File: src/skst_pkg.sv
// shared types and codes for the sorted key set table
package skst_pkg;

    localparam int KEY_W    = 31;
    localparam int STATUS_W = 4;
    localparam int ACTION_W = 2;

    typedef logic [KEY_W-1:0]    key_t;
    typedef logic [STATUS_W-1:0] status_t;
    typedef logic [ACTION_W-1:0] action_t;

    localparam action_t ACT_LOOKUP = 2'd0;
    localparam action_t ACT_INSERT = 2'd1;
    localparam action_t ACT_DELETE = 2'd2;
    localparam action_t ACT_DUMP   = 2'd3;

    localparam status_t ST_FOUND    = 4'd0;
    localparam status_t ST_NOTFOUND = 4'd1;
    localparam status_t ST_INSERTED = 4'd2;
    localparam status_t ST_PRESENT  = 4'd3;
    localparam status_t ST_REMOVED  = 4'd4;
    localparam status_t ST_ABSENT   = 4'd5;
    localparam status_t ST_FULL     = 4'd6;
    localparam status_t ST_LISTED   = 4'd7;
    localparam status_t ST_EMPTY    = 4'd8;

endpackage

File: src/sorted_key_set_table.sv
// sorted key set table: lookup, insert, delete and dump over a ram of sorted keys
// lookup/insert/delete: scan the stored keys from the bottom up to the key's position,
//   move the keys above it one slot for an insert or delete, then decide and emit
// dump: one ram read and one output word per stored key, an empty table gives one word
// one request at a time, idle between requests; the single ram read port sets the pace
// reset: entry count cleared, key ram left as is (entries above the count are never read)
module sorted_key_set_table
    import skst_pkg::*;
#(
    parameter int TABLE_DEPTH = 64
) (
    input  logic    clk,
    input  logic    rst_n,
    input  logic    in_valid,
    output logic    in_ready,
    input  action_t action,
    input  key_t    key,
    output logic    out_valid,
    input  logic    out_ready,
    output status_t status,
    output key_t    key_out,
    output logic    last
);

    localparam int ADDR_W = $clog2(TABLE_DEPTH);
    localparam int CNT_W  = $clog2(TABLE_DEPTH + 1);

    // sequencer states
    localparam logic [3:0] S_IDLE     = 4'd0;
    localparam logic [3:0] S_SRD      = 4'd1;  // scan: issue read
    localparam logic [3:0] S_SCMP     = 4'd2;  // scan: compare read word
    localparam logic [3:0] S_DECIDE   = 4'd3;
    localparam logic [3:0] S_IRD      = 4'd4;  // insert shift: read lower neighbor
    localparam logic [3:0] S_IWR      = 4'd5;  // insert shift: write one slot up
    localparam logic [3:0] S_DRD      = 4'd6;  // delete shift: read upper neighbor
    localparam logic [3:0] S_DWR      = 4'd7;  // delete shift: write one slot down
    localparam logic [3:0] S_DUMP_RD  = 4'd8;
    localparam logic [3:0] S_DUMP_OUT = 4'd9;
    localparam logic [3:0] S_EMIT     = 4'd10;

    logic [3:0]       state_reg, state_next;
    logic [CNT_W-1:0] count_reg, count_next;
    logic [CNT_W-1:0] idx_reg, idx_next;
    logic [CNT_W-1:0] pos_reg, pos_next;
    logic             found_reg, found_next;
    action_t          action_reg, action_next;
    key_t             key_reg, key_next;
    status_t          res_reg, res_next;

    // output word register
    logic    out_valid_reg, out_valid_next;
    status_t status_reg, status_next;
    key_t    key_out_reg, key_out_next;
    logic    last_reg, last_next;

    // ram port signals
    logic              wr_en;
    logic [ADDR_W-1:0] wr_addr;
    key_t              wr_data;
    logic              rd_en;
    logic [ADDR_W-1:0] rd_addr;
    key_t              rd_data;

    logic [CNT_W-1:0] idx_inc;
    logic [CNT_W-1:0] idx_dec;
    logic             out_free;
    logic             accept;

    assign idx_inc  = CNT_W'(idx_reg + 1'b1);
    assign idx_dec  = CNT_W'(idx_reg - 1'b1);
    // output register can take a word this cycle
    assign out_free = !out_valid_reg || out_ready;
    assign in_ready = (state_reg == S_IDLE);
    assign accept   = in_valid && in_ready;

    skst_ram #(
        .WIDTH (KEY_W),
        .DEPTH (TABLE_DEPTH)
    ) u_key_ram (
        .clk     (clk),
        .wr_en   (wr_en),
        .wr_addr (wr_addr),
        .wr_data (wr_data),
        .rd_en   (rd_en),
        .rd_addr (rd_addr),
        .rd_data (rd_data)
    );

    always_comb
    begin
        state_next     = state_reg;
        count_next     = count_reg;
        idx_next       = idx_reg;
        pos_next       = pos_reg;
        found_next     = found_reg;
        action_next    = action_reg;
        key_next       = key_reg;
        res_next       = res_reg;
        out_valid_next = out_valid_reg;
        status_next    = status_reg;
        key_out_next   = key_out_reg;
        last_next      = last_reg;
        wr_en          = 1'b0;
        wr_addr        = idx_reg[ADDR_W-1:0];
        wr_data        = rd_data;
        rd_en          = 1'b0;
        rd_addr        = idx_reg[ADDR_W-1:0];

        // the consumer drains the output register
        if (out_valid_reg && out_ready)
        begin
            out_valid_next = 1'b0;
        end

        case (state_reg)
            S_IDLE:
            begin
                if (accept)
                begin
                    action_next = action;
                    key_next    = key;
                    idx_next    = '0;
                    if (action == ACT_DUMP)
                    begin
                        if (count_reg == '0)
                        begin
                            // empty table: one word with a zero key
                            res_next   = ST_EMPTY;
                            key_next   = '0;
                            state_next = S_EMIT;
                        end
                        else
                        begin
                            state_next = S_DUMP_RD;
                        end
                    end
                    else
                    begin
                        state_next = S_SRD;
                    end
                end
            end

            S_SRD:
            begin
                if (idx_reg == count_reg)
                begin
                    // ran off the end: key goes after every stored key
                    pos_next   = idx_reg;
                    found_next = 1'b0;
                    state_next = S_DECIDE;
                end
                else
                begin
                    rd_en      = 1'b1;
                    state_next = S_SCMP;
                end
            end

            S_SCMP:
            begin
                if (rd_data < key_reg)
                begin
                    idx_next   = idx_inc;
                    state_next = S_SRD;
                end
                else
                begin
                    pos_next   = idx_reg;
                    found_next = (rd_data == key_reg);
                    state_next = S_DECIDE;
                end
            end

            S_DECIDE:
            begin
                state_next = S_EMIT;
                case (action_reg)
                    ACT_LOOKUP:
                    begin
                        res_next = found_reg ? ST_FOUND : ST_NOTFOUND;
                    end
                    ACT_INSERT:
                    begin
                        if (found_reg)
                        begin
                            res_next = ST_PRESENT;
                        end
                        else if (count_reg == CNT_W'(TABLE_DEPTH))
                        begin
                            res_next = ST_FULL;
                        end
                        else
                        begin
                            // open a slot at pos by moving keys up from the top
                            idx_next   = count_reg;
                            state_next = S_IRD;
                        end
                    end
                    ACT_DELETE:
                    begin
                        if (found_reg)
                        begin
                            idx_next   = pos_reg;
                            state_next = S_DRD;
                        end
                        else
                        begin
                            res_next = ST_ABSENT;
                        end
                    end
                    default:
                    begin
                        res_next = ST_EMPTY;
                    end
                endcase
            end

            S_IRD:
            begin
                if (idx_reg == pos_reg)
                begin
                    wr_en      = 1'b1;
                    wr_data    = key_reg;
                    count_next = CNT_W'(count_reg + 1'b1);
                    res_next   = ST_INSERTED;
                    state_next = S_EMIT;
                end
                else
                begin
                    rd_en      = 1'b1;
                    rd_addr    = idx_dec[ADDR_W-1:0];
                    state_next = S_IWR;
                end
            end

            S_IWR:
            begin
                wr_en      = 1'b1;
                idx_next   = idx_dec;
                state_next = S_IRD;
            end

            S_DRD:
            begin
                if (idx_inc >= count_reg)
                begin
                    // gap closed up to the top
                    count_next = CNT_W'(count_reg - 1'b1);
                    res_next   = ST_REMOVED;
                    state_next = S_EMIT;
                end
                else
                begin
                    rd_en      = 1'b1;
                    rd_addr    = idx_inc[ADDR_W-1:0];
                    state_next = S_DWR;
                end
            end

            S_DWR:
            begin
                wr_en      = 1'b1;
                idx_next   = idx_inc;
                state_next = S_DRD;
            end

            S_DUMP_RD:
            begin
                rd_en      = 1'b1;
                state_next = S_DUMP_OUT;
            end

            S_DUMP_OUT:
            begin
                // ram read data holds while the output register is busy
                if (out_free)
                begin
                    out_valid_next = 1'b1;
                    status_next    = ST_LISTED;
                    key_out_next   = rd_data;
                    last_next      = (idx_inc == count_reg);
                    idx_next       = idx_inc;
                    state_next     = (idx_inc == count_reg) ? S_IDLE : S_DUMP_RD;
                end
            end

            S_EMIT:
            begin
                if (out_free)
                begin
                    out_valid_next = 1'b1;
                    status_next    = res_reg;
                    key_out_next   = key_reg;
                    last_next      = 1'b1;
                    state_next     = S_IDLE;
                end
            end

            default:
            begin
                state_next = S_IDLE;
            end
        endcase
    end

    always_ff @(posedge clk or negedge rst_n)
    begin
        if (!rst_n)
        begin
            state_reg     <= S_IDLE;
            count_reg     <= '0;
            idx_reg       <= '0;
            out_valid_reg <= 1'b0;
        end
        else
        begin
            state_reg     <= state_next;
            count_reg     <= count_next;
            idx_reg       <= idx_next;
            out_valid_reg <= out_valid_next;
        end
    end

    // request payload and output word, no reset needed
    always_ff @(posedge clk)
    begin
        pos_reg     <= pos_next;
        found_reg   <= found_next;
        action_reg  <= action_next;
        key_reg     <= key_next;
        res_reg     <= res_next;
        status_reg  <= status_next;
        key_out_reg <= key_out_next;
        last_reg    <= last_next;
    end

    assign out_valid = out_valid_reg;
    assign status    = status_reg;
    assign key_out   = key_out_reg;
    assign last      = last_reg;

    // entry count never passes the table size
    a_count_range: assert property (@(posedge clk) disable iff (!rst_n)
        count_reg <= CNT_W'(TABLE_DEPTH))
    else $error("entry count above table depth");

    // the ram never sees a read and a write in the same cycle
    a_ram_port: assert property (@(posedge clk) disable iff (!rst_n)
        !(wr_en && rd_en))
    else $error("ram read and write overlap");

    // completing an insert grows the table by exactly one
    a_insert_count: assert property (@(posedge clk) disable iff (!rst_n)
        (state_reg == S_IRD && idx_reg == pos_reg) |=>
        count_reg == CNT_W'($past(count_reg) + 1'b1))
    else $error("insert did not grow the count");

    // a dump word is only produced from a non-empty table
    a_dump_nonempty: assert property (@(posedge clk) disable iff (!rst_n)
        (state_reg == S_DUMP_OUT) |-> (count_reg != '0 && idx_reg < count_reg))
    else $error("dump read beyond stored keys");

    // an output word is not overwritten before it is taken
    a_no_overwrite: assert property (@(posedge clk) disable iff (!rst_n)
        (out_valid_reg && !out_ready) |=> (out_valid_reg && $stable(key_out_reg)))
    else $error("output word overwritten");

endmodule

File: src/skst_ram.sv
// generic simple dual port ram with registered read
module skst_ram #(
    parameter int WIDTH = 31,
    parameter int DEPTH = 64
) (
    input  logic                     clk,
    input  logic                     wr_en,
    input  logic [$clog2(DEPTH)-1:0] wr_addr,
    input  logic [WIDTH-1:0]         wr_data,
    input  logic                     rd_en,
    input  logic [$clog2(DEPTH)-1:0] rd_addr,
    output logic [WIDTH-1:0]         rd_data
);

    logic [WIDTH-1:0] mem [DEPTH];
    logic [WIDTH-1:0] rd_data_reg;

    always_ff @(posedge clk)
    begin
        if (wr_en)
        begin
            mem[wr_addr] <= wr_data;
        end
        if (rd_en)
        begin
            rd_data_reg <= mem[rd_addr];
        end
    end

    assign rd_data = rd_data_reg;

endmodule

File: config.mk
export PLATFORM = sky130hd
export DESIGN_NAME = sorted_key_set_table
export DESIGN_NICKNAME = d
export VERILOG_FILES = /design/src/skst_pkg.sv /design/src/sorted_key_set_table.sv /design/src/skst_ram.sv
export SDC_FILE = /design/constraint.sdc
export NUM_CORES = 2
export LEC_CHECK = 0
export ABC_CLOCK_PERIOD_IN_PS = 4980
export BUFFER_PORTS_ARGS = -buffer_cell sky130_fd_sc_hd__buf_2
export CAP_MARGIN = 25
export CORE_AREA = 2 2 449 629
export CTS_CLUSTER_SIZE = 8
export DETAILED_ROUTE_END_ITERATION = 8
export DIE_AREA = 0 0 451 631
export RECOVER_POWER = 50
export SETUP_SLACK_MARGIN = 0.05
export SLEW_MARGIN = 10
export SYNTH_ARGS = -nofsm -noshare
export SYNTH_HDL_FRONTEND = slang
export SYNTH_SLANG_ARGS = --single-unit
File: constraint.sdc
create_clock -name clk -period 4.98 [get_ports clk]
set_input_delay 0.249 -clock clk [delete_from_list [all_inputs] [get_ports clk]]
set_output_delay 0.249 -clock clk [all_outputs]
set_load 0.01 [all_outputs]
# After elaboration in Yosys (flattened, before gate mapping)
# Memory sizes are Yosys's and may differ from the RTL's. A register that Yosys moved wholly into a read port is not among the register bits.
# Cells that the tools add are included.
# word_totals
memories	1
elab_cells	144
out_inout_bits	38
regBits	100
latch_bits	0
inputBits	37
ram_bits	1984
mem_bits_ro	0
# classes
n_eq_ne	34
n_lt_le_gt_ge	2
n_div	0
n_reduce_logical	21
muxes	70
n_addsub	4
n_mul	0
n_bitwise	0
shift	0
# memory_table
name	words	word_bits	read_ports	rd_ports_with_merged_regs	write_ports	line	source
u_key_ram.mem	64	31	1	1	1	skst_ram.sv:15	logic [WIDTH-1:0] mem [DEPTH];
# ops
cell	count
31-bit 2-to-1 mux	6
4-bit 2-to-1 mux	20
7-bit 2-to-1 mux	10
31-bit one-hot mux with 2 select lines	1
4-bit one-hot mux with 11 select lines	1
7-bit one-hot mux with 2 select lines	3
7-bit one-hot mux with 6 select lines	1
31-bit == test	1
31-bit < comparator	1
7-bit == test	3
4-bit by 3-bit == test with 1-bit output (second input constant)	4
4-bit one-hot mux with 2 select lines	2
4-bit one-hot mux with 4 select lines	1
8-bit AND reduction	2
1-bit 2-to-1 mux	15
7-bit by 1-bit adder with 7-bit output (second input constant)	2
2-bit != test (second input constant)	7
7-bit by 1-bit subtractor with 7-bit output (second input constant)	2
4-bit == test (second input constant)	3
6-bit 2-to-1 mux	2
3-bit != test (second input constant)	4
4-bit one-hot mux with 3 select lines	1
6-bit one-hot mux with 2 select lines	1
3-bit AND reduction	4
other kinds (23)	34

# Longest topological paths before layout
# logic_depth
depth_word	5
mapped_depth	22

# Cells and area by module
# Synthesis repeated with hierarchy kept, for this count alone.
# unflattened
cells_unflattened	4065
area_unflattened_um2	83224.8
# modules_own_cells
mod	seq_area_each_um2	instances	area_per_inst_um2	cells_each
skst_ram	60508.0	1	76618.5	3418
sorted_key_set_table	2907.8	1	6606.3	647

# Worst setup path before layout
# Ideal clock, no wire load.
# synth_timing
kind	flip-flop to flip-flop
from	reg idx_reg[0]
to	mem u_key_ram.mem[33][0] (enable)
stages_incl_launch_ff	9
path_buffers	1
required_ps	4483
arrival_ps	4601
setup_time_ps	497
synth_period_minus_slack_ps	5099
slack_ps	-119
cell_sequence	dfrtp_1 buf_2 xnor2_1 nand3_1 nor2_1 nand2_1 nand2_1 nand3_1 nor4_1
# synth_via
elab_chain_cells	5
# synth_lines
element	line	source
from (decl)	sorted_key_set_table.sv:43	logic [CNT_W-1:0] idx_reg, idx_next;
from (signal assigned)	sorted_key_set_table.sv:320	idx_reg <= idx_next;
7-bit == test	sorted_key_set_table.sv:221	if (idx_reg == pos_reg)
1-bit 2-to-1 mux	sorted_key_set_table.sv:221	
1-bit one-hot mux with 2 select lines	sorted_key_set_table.sv:115	case (state_reg)
1-bit 2-to-1 mux	skst_ram.sv:20	if (wr_en)
1-bit 2-to-1 mux (implied by the code)	skst_ram.sv:22	mem[wr_addr] <= wr_data;
to (decl)	skst_ram.sv:15	
# Parallel ways exist; a longest one is shown, timed or not.

# Worst setup path after layout
# layout_timing
from	reg idx_reg[1]
to	reg u_key_ram.rd_data_reg[10], in the netlist u_key_ram.rd_data[10], read port of u_key_ram.mem (enable)
# layout_via
elab_chain_cells	4
# layout_lines
element	line	source
7-bit by 1-bit adder with 7-bit output	sorted_key_set_table.sv:69	assign idx_inc = CNT_W'(idx_reg + 1'b1);
7-bit greater-or-equal comparator	sorted_key_set_table.sv:246	if (idx_inc >= count_reg)
1-bit 2-to-1 mux	sorted_key_set_table.sv:246	
1-bit one-hot mux with 4 select lines *	sorted_key_set_table.sv:115	
via rd_en	sorted_key_set_table.sv:60	logic rd_en;
to (decl)	skst_ram.sv:16	logic [WIDTH-1:0] rd_data_reg;
# The timed path passes the listed nets; every way through them passes the cells marked *.
# A chain may end at the register's enable or synchronous reset.

==> impl_results.md <==
* Layout area overhead at 22.5%
* H-tree lvl count at 5
* IR drop worst, VDD at 0.565 mV
* Row Count at 230
* Rel. slew slack at -96.1%
* Core ar. at approximately 280000 sq um
* CTS tree: done
* Leakage power total at 0.0342 uW
* Post-DR wirelength/cell at about 27 um
* Die area at between 200000 and 300000 sq um
* Min Clock Period, post-route at 4.90 ns
* CTS Buf Count at approximately 310
* Synthesized area per cell at between 15 and 20 sq um
* IO buf count at 74
* Commonest non-fill, non-tap cell in the layout: edfxtp_1
* Pre-Repair DR Iteration Count at 6
* Crit path capture type: flip-flop
* Mapped cell area at between 80000 and 90000 sq um
* Max-slew violations at 1078
* Worst-path maximum fanout at 18
* Initial antenna violation count at 46
* Critical Path AT at roughly 5.3 ns
* Final Hold Viols at 0
* Period utilization at 98.4%
* # DRC at 0
* Hold_ws at between 0.2 and 0.25 ns
* Cell breakdown of the critical path: buf_8, nand3_1, nor2_1, xor2_1, ha_1, o21a_1, a21oi_1, o31a_1, buf_6, a21oi_4, buf_4, o21ai_1, clkbuf_2
* Mapped Cells at slightly below 5000
* Reg2reg setup slack at around 0.08 ns
* Effective utilization at floorplan at ~30%
* CTS sink cnt at between 2000 and 2500
* Syn Nets at 5038
* Delay-heaviest family, CP: compound AO/OA/AOI/OAI gates
* # fillers at roughly 26000
* Number of synthesized flops with an enable pin at about 2100
* Setup TNS at 0 ns
* Seq/Total Area, Yosys at 76.1%
* ANT nets after route at 0
* DR vias/cell at roughly 5
* Critical-path top delay cell: o21ai_1
* Synth Flop Type: edfxtp_1
* Setup WS post-layout at 0.0797 ns
* Fmax at between 200 and 250 MHz
* Clk slew on worst S/H paths at 0.06 ns
* Worst-Margin Slew at between 2 and 3 ns
* Max Cap Violations at 31
* Largest stage delay, worst path at 1.48 ns
* IO Pins at 75
* Yosys synthesis warning count at 0
* Utilization after layout at roughly 37%
* Detailed Place HPWL at roughly 150 mm
* Violated checks: max-capacitance violations, max-slew violations
* Ratio of cells with drive above 1 in the final layout at ~22%
* Largest Register: u_key_ram.mem
* GRT Util Overall at around 17%
* Root buffer cell: clkbuf_16
* Max reg flops at a little under 2000
* Grt ovf at 0
* Yosys reg bits at between 2000 and 2500
* Horiz. Die Dim at around 450 um
* Crit start category: flip-flop
* Clock latency on the worst-skew pair at 0.84 ns
* PwrDens at about 730 nW/um^2
* Die Span Y at 631 um
* HP Class: in2reg
* Clock Tree Buf Depth at 4
* Initial DRC Count at between 4000 and 5000
* Crit path buf inv count at 4
* Largest net degree at the start of global routing at 133
* Most frequent cells in the layout: edfxtp_1 (2096), nand2_1 (647), buf_4 (433), clkbuf_16 (319), mux2i_1 (318)
* Routed vias at roughly 49000
* Setup Crit Path Kind: reg2reg
* Fraction of registers with async set/reset at less than 1%
* Final setup viols at 0
* Layout Nets at between 5000 and 6000
* Vias in the first global route at 49100
* First-pass GRT wire length at between 300 and 400 mm
* RSZ-0062 raised after global routing: yes
* Placement Setup Slack at -0.235 ns
* Status: finished with violations
* Unique cell type count in the Yosys netlist at between 60 and 70
* Drt total wl at between 200 and 300 mm
* Setup Skew at about 0.1 ns
* Required @ worst endpoint at between 5 and 6 ns
* GP Congestion at between 0.9 and 1
==> worst register-to-register path, cell delays in order (launching register included) <==
cell      delay [ns]
dfrtp_1         0.38
buf_8           0.18
nand3_1         0.11
nor2_1          0.14
xor2_1          0.23
ha_1            0.29
o21a_1          0.18
a21oi_1         0.11
o31a_1          0.19
buf_6           0.15
a21oi_4         0.08
buf_4           0.19
o21ai_1         1.48
clkbuf_2        0.79
==> cells by family (layout without fill, tap and decap cells) <==
group	Yosys count	count (layout)	share of synthesized area [%]
DFF	2115	2115	76.1
xor gates and xnor gates	32	32	0.345
and+or+nand+nor	1160	1161	6.07
buffers and inverters	331	1103	1.68
other	0	135	0
AOI/OAI and AO/OA	704	704	5.14
muxes	557	557	9.85
adders and majority gates	51	51	0.775
==> cell type report <==
cell class	instances	area [sq um]	area share, %
inverter	52	195	0.191
sequential	2115	63400	62.2
clock inverter	16	213	0.208
antenna	135	338	0.331
clock buffer	323	7860	7.70
multi-input combinational	2505	19100	18.7
tap	3712	4640	4.55
timing repair buffer	712	6260	6.13
==> report_power, final <==
part	switching (uW)	total, uW	internal, uW
combinational	20200	32400	12200
clock	7100	18100	11000
sequential	458	23600	23100
total	27700	74100	46300
==> synth_stat cells, types with 12 or more instances <==
cell	number	area, sq um
clkbuf_1	152	571
mux2i_1	318	3180
xor2_1	12	105
nand2_1	649	2440
o22ai_1	189	1180
nand3_1	169	846
o21ai_0	124	621
dfrtp_1	19	475
xnor2_1	19	166
mux2_2	32	360
a22oi_1	118	886
nor3_1	13	65.1
inv_1	50	188
ha_1	50	626
a21oi_1	177	886
mux4_2	207	4660
nor2_1	162	608
and2_1	37	231
edfxtp_1	2096	62900
buf_2	103	515
a31oi_1	37	231
nand4_1	46	288
buf_1	16	60.1
or4_1	31	233
==> path summary, 6_finish.rpt <==
path,from,to,depth (start not counted)
max in group asynchronous,rst_n,count_reg[3],4
hold reg to reg,res_reg[2],status[2],1
setup / recovery,idx_reg[1],u_key_ram.rd_data[10],13
min in group asynchronous,rst_n,idx_reg[6],3
setup reg to reg,idx_reg[1],u_key_ram.rd_data[10],13
hold / removal,action[1],action_reg[1],2
==> layer usage <==
metal | global-route usage [%] | vias up | wire (um)
li1 | - | 20900 | -
met1 | 19.5 | 25400 | 90600
met2 | 30.1 | 2128 | 130000
met3 | 2.16 | 494 | 15300
met4 | 11.6 | 4 | 18600
met5 | 0 | - | 26
==> metrics by stage <==
step | power [uW] | area, sq um | std cells
after floorplan | 40300 | 83300 | 4950
after global placement | 54100 | 93100 | 9005
after detailed placement | 54500 | 93100 | 9006
after CTS | 73000 | 102000 | 9391
after global routing | 76500 | 102000 | 9564
final | 74100 | 102000 | 9570
==> timing repair <==
action / in CTS / in global routing
setup endpoints to repair: 19 / 31
gates resized for setup: 8 / 40
endpoints found under the hold margin: 55 / 0
buffers inserted: 7 / 34
hold buffers: 38 / 0
gates cloned: 1 / 8
pin swaps: 5 / 21
No activity file was read; power rests on OpenSTA's default activity.
